===== src/tt_pkg.sv =====
`default_nettype none

package tt_pkg;

	localparam int INDEX_BITS  = 16;
	localparam int TABLE_DEPTH = 1 << INDEX_BITS;
	localparam int KEY_W       = 64;
	localparam int TAG_W       = KEY_W - INDEX_BITS;

	// scores of this magnitude or more are mate-range and never stored
	localparam logic signed [20:0] MATE_POS = 21'sd99000;
	localparam logic signed [20:0] MATE_NEG = -21'sd99000;

	typedef enum logic [1:0] {
		ACT_PROBE = 2'd0,
		ACT_STORE = 2'd1,
		ACT_CLEAR = 2'd2
	} tt_action_t;

	typedef enum logic [1:0] {
		BOUND_EXACT = 2'd0,
		BOUND_LOWER = 2'd1,
		BOUND_UPPER = 2'd2
	} tt_bound_t;

	typedef enum logic [1:0] {
		ST_CLEAR,
		ST_IDLE,
		ST_EXEC
	} tt_state_t;

	// only the key bits above the index are kept; blank marks an entry that
	// still holds the all-zero key from a clear
	typedef struct packed {
		logic [TAG_W-1:0]   tag;
		logic               blank;
		logic signed [7:0]  depth;
		logic signed [17:0] score;
		logic [1:0]         bound;
		logic signed [6:0]  from;
		logic [5:0]         to;
		logic [7:0]         promo;
		logic               ep;
	} tt_entry_t;

	localparam tt_entry_t RESET_ENTRY = '{
		tag:   '0,
		blank: 1'b1,
		depth: -8'sd1,
		score: '0,
		bound: BOUND_EXACT,
		from:  -7'sd1,
		to:    '0,
		promo: '0,
		ep:    1'b0
	};

	typedef struct packed {
		logic rd_en;
		logic load;
		logic clr_wr;
	} tt_cmd_t;

	typedef struct packed {
		logic is_clear;
		logic clr_last;
	} tt_stat_t;

endpackage

`default_nettype wire


===== src/tt_ctrl.sv =====
`default_nettype none

module tt_ctrl (
	input  wire logic              clk,
	input  wire logic              arst_n,
	input  wire logic              in_valid,
	output logic                   in_ready,
	output logic                   out_valid,
	input  wire logic              out_ready,
	input  wire tt_pkg::tt_stat_t  stat,
	output tt_pkg::tt_cmd_t        cmd
);
	import tt_pkg::*;

	tt_state_t state_q, state_d;
	logic      out_valid_q, out_valid_d;

	always_ff @(posedge clk or negedge arst_n) begin
		if (!arst_n) begin
			state_q     <= ST_CLEAR;
			out_valid_q <= 1'b0;
		end else begin
			state_q     <= state_d;
			out_valid_q <= out_valid_d;
		end
	end

	always_comb begin
		state_d  = state_q;
		cmd      = '0;
		in_ready = 1'b0;
		unique case (state_q)
			ST_CLEAR: begin
				cmd.clr_wr = 1'b1;
				if (stat.clr_last) begin
					state_d = ST_IDLE;
				end
			end
			ST_IDLE: begin
				in_ready = 1'b1;
				if (in_valid) begin
					cmd.rd_en = 1'b1;
					state_d   = ST_EXEC;
				end
			end
			ST_EXEC: begin
				// hold here while the previous result is still unclaimed
				if (!out_valid_q || out_ready) begin
					cmd.load = 1'b1;
					state_d  = stat.is_clear ? ST_CLEAR : ST_IDLE;
				end
			end
			default: state_d = ST_IDLE;
		endcase
		out_valid_d = cmd.load | (out_valid_q & ~out_ready);
	end

	assign out_valid = out_valid_q;

	a_accept_exec: assert property (@(posedge clk) disable iff (!arst_n)
		(in_valid && in_ready) |=> (state_q == ST_EXEC))
		else $error("accepted transaction not followed by execute");

	a_load_free: assert property (@(posedge clk) disable iff (!arst_n)
		cmd.load |-> (!out_valid_q || out_ready))
		else $error("result loaded over an unclaimed result");

	a_drop_taken: assert property (@(posedge clk) disable iff (!arst_n)
		$fell(out_valid_q) |-> $past(out_ready))
		else $error("result dropped without transaction");

	a_stall_hold: assert property (@(posedge clk) disable iff (!arst_n)
		(state_q == ST_EXEC && out_valid_q && !out_ready) |=> (state_q == ST_EXEC))
		else $error("execute left while output stalled");

endmodule

`default_nettype wire


===== config.mk =====
export PLATFORM = sky130hd
export DESIGN_NAME = tt_ctrl
export DESIGN_NICKNAME = d
export VERILOG_FILES = /design/src/tt_pkg.sv /design/src/tt_ctrl.sv
export SDC_FILE = /design/constraint.sdc
export NUM_CORES = 1
export LEC_CHECK = 0
export ABC_AREA = 0
export BUFFER_PORTS_ARGS = -buffer_cell sky130_fd_sc_hd__buf_2
export CAP_MARGIN = 15
export CORE_AREA = 4 4 41 43
export DETAILED_ROUTE_END_ITERATION = 12
export DIE_AREA = 0 0 45 47
export GPL_ROUTABILITY_DRIVEN = 0
export GPL_TIMING_DRIVEN = 0
export SLEW_MARGIN = 20
export SYNTH_ARGS = -nofsm -noshare
export SYNTH_HDL_FRONTEND = slang
export SYNTH_SLANG_ARGS = --single-unit

===== constraint.sdc =====
create_clock -name clk -period 1.5 [get_ports clk]
set_input_delay 0.075 -clock clk [delete_from_list [all_inputs] [get_ports clk]]
set_output_delay 0.075 -clock clk [all_outputs]
set_load 0.005 [all_outputs]

==> summary.txt <==
starting density of the core -> 11.3%
post-synth top area share -> 50.8%
worst hold path cell count -> 3
I/O Buffers -> 10
Setup Skew -> 0.00162 ns
VDD IR-drop max -> 0.307 mV
final hold violation count -> 0
initial DRC count -> 0
die width -> 45 um
slowest cell on the critical path -> dfrtp_1
CP delay by family, top -> flip-flops
drt pass-1 iters -> 1
Synth area leaders -> dfrtp_1 51%, nor2_1 10%, nor2b_1 8.5%
most common library cells after synthesis -> 4 x nor2_1, 3 x dfrtp_1, 2 x nand2_1, 2 x nor2b_1
Layout Nets -> 38
area grow syn2layout -> 71.2%
Num CTS Buffers -> 3
Crit path required time -> 1.42 ns
via count -> 155
maximum clock rate -> 0.900 GHz
worst path bufs/invs -> 1
aggregate routed wire length -> 382 um
Async SR Flop Fraction -> 100%
postcts setup bufs -> 0
setup TNS -> 0 ns
CP max stage delay -> 0.40 ns
CP cell instances -> nand2b_2, nor2_1, buf_2
area of placed instances -> 216 um2
CTS sink cnt -> 3
leakage -> 0.133 nW
slew margin rel. -> 87.2%
Setup crit end kind -> output port
Syn Inst Count -> 16
most common cell in the netlist -> nor2_1
die height -> 47 um
Yosys warning count -> 0
Reg2Reg Depth -> 2
Root Buffer -> clkbuf_4
grt ovf -> 0
CP arrival -> 1.04 ns
EDFF count, synth -> 0
routed length per instance -> 8.30 um
Hold WS -> 0.136 ns
final setup vio count -> 0
Worst-path clk slew -> 0.04 ns
Antenna diodes -> 0
number of global-route vias before repair -> 173
Max Transition Viols Final -> 0
Worst Setup Path Type -> register to output port
Die Area -> 0.00212 mm2
critical path fanouts, max -> 5
Cell Area, Synth -> 148 um2
RSZ-0062 raised after global routing -> no
CTS tree -> yes
Max Buffers Root-to-Sink -> 2
Slew @ Worst Pin -> 0.191 ns
post_cts resized -> 0
Worst path depth -> 3
row count -> 13
Hold Path Class -> input pin to register
Yosys reg bits -> 3
hold_buf cts -> 1
maxcap violations -> 0
count of cell types in the netlist -> 9
PwrDens -> 1770 mW/mm2
Final ANT Viol Nets -> 0
# IOs -> 11
worst skew pair latency -> 0.23 ns
Seq/Total Area, Yosys -> 50.8%
gr usage total -> 4.67%
pin count of the biggest net entering global routing -> 7
Yosys top cell by area -> dfrtp_1
ratio of cells with drive above 1 in the final layout -> 45.2%
synthesized area per cell -> 9.23 um2
antenna violations before repair -> 0
status -> complete, no violations
vias per cell -> 3.37
first-pass GRT wire length -> 621 um
period utilization -> 74.1%
Clock H-tree levels -> 1
Core ar. -> 0.00130 mm2
CP startpoint kind -> register
Detailed Place HPWL -> 304 um
Tmin final -> 1.11 ns
Synth Net Count -> 22
ys flop type -> dfrtp_1
# DRC -> 0
post-route cell area -> 253 um2
==> sequential cells by signal, indices dropped and copies added, names as in the netlist <==
name,cells
state_q,2
out_valid,1
==> cell type report <==
class / count / area, um2
clock buffers: 4 / 26.3
fillers: 159 / 1050
multi-input cells: 13 / 72.6
flip-flops and latches: 3 / 75.1
well taps: 15 / 18.8
repair buffers: 11 / 60.1
==> final timing paths <==
path	from	endpoint	slack [ns]
setup / recovery	state_q[0]	cmd[1]	0.39
setup reg to reg	state_q[0]	state_q[0]	0.55
hold / removal	out_ready	out_valid	0.14
max in group asynchronous	arst_n	state_q[1]	1.23
hold reg to reg	out_valid	out_valid	0.52
min in group asynchronous	arst_n	state_q[0]	0.17
==> cell families after synthesis <==
group	synth area share, %
AND/OR/NAND/NOR	33.9
AO/OA/AOI/OAI	15.3
flip-flops	50.8
==> layer usage <==
metal | track usage, % | wire length [um] | up-vias | part of all wire [%]
li1 | - | - | 82 | -
met1 | 3.89 | 137 | 67 | 36
met2 | 6.78 | 196 | 6 | 51
met3 | 3.45 | 48 | 0 | 13
met4 | 5.26 | 0 | 0 | 0
met5 | 0 | 0 | - | 0
==> tightest hold or removal path, cell delays in order <==
cell and delay (ns):
buf_2 0.08, nand2b_1 0.11, nand2_1 0.05
==> cell usage in the layout (no fill, tap or decap) <==
| cell | instances |
|---|---|
| nor2_1 | 4 |
| dlygate4sd3_1 | 1 |
| nand2b_1 | 1 |
| clkbuf_1 | 1 |
| o22a_1 | 1 |
| nor2b_1 | 2 |
| dfrtp_1 | 3 |
| nand2_1 | 2 |
| clkbuf_4 | 3 |
| o21a_1 | 1 |
| nand2b_2 | 1 |
| buf_2 | 10 |
| o22ai_1 | 1 |
==> report_power, final <==
| group | switching, mW | internal, mW |
|---|---|---|
| Combinational | 0.0675 | 0.0910 |
| Sequential | 0.0354 | 0.115 |
| Clock | 0.0403 | 0.0996 |
| Total | 0.143 | 0.305 |
==> stage by stage <==
step / setup slack (ns) / utilization (%) / std cells / power (mW)
after floorplan: 0.601 / - / 16 / 0.235
after global placement: 0.554 / 16.6 / 41 / 0.310
after detailed placement: 0.544 / 16.6 / 41 / 0.313
after CTS: 0.372 / 19.4 / 46 / 0.466
after global routing: 0.317 / 19.4 / 46 / 0.501
final: 0.389 / 19.4 / 46 / 0.448
Power figures use the tool's default switching activity.
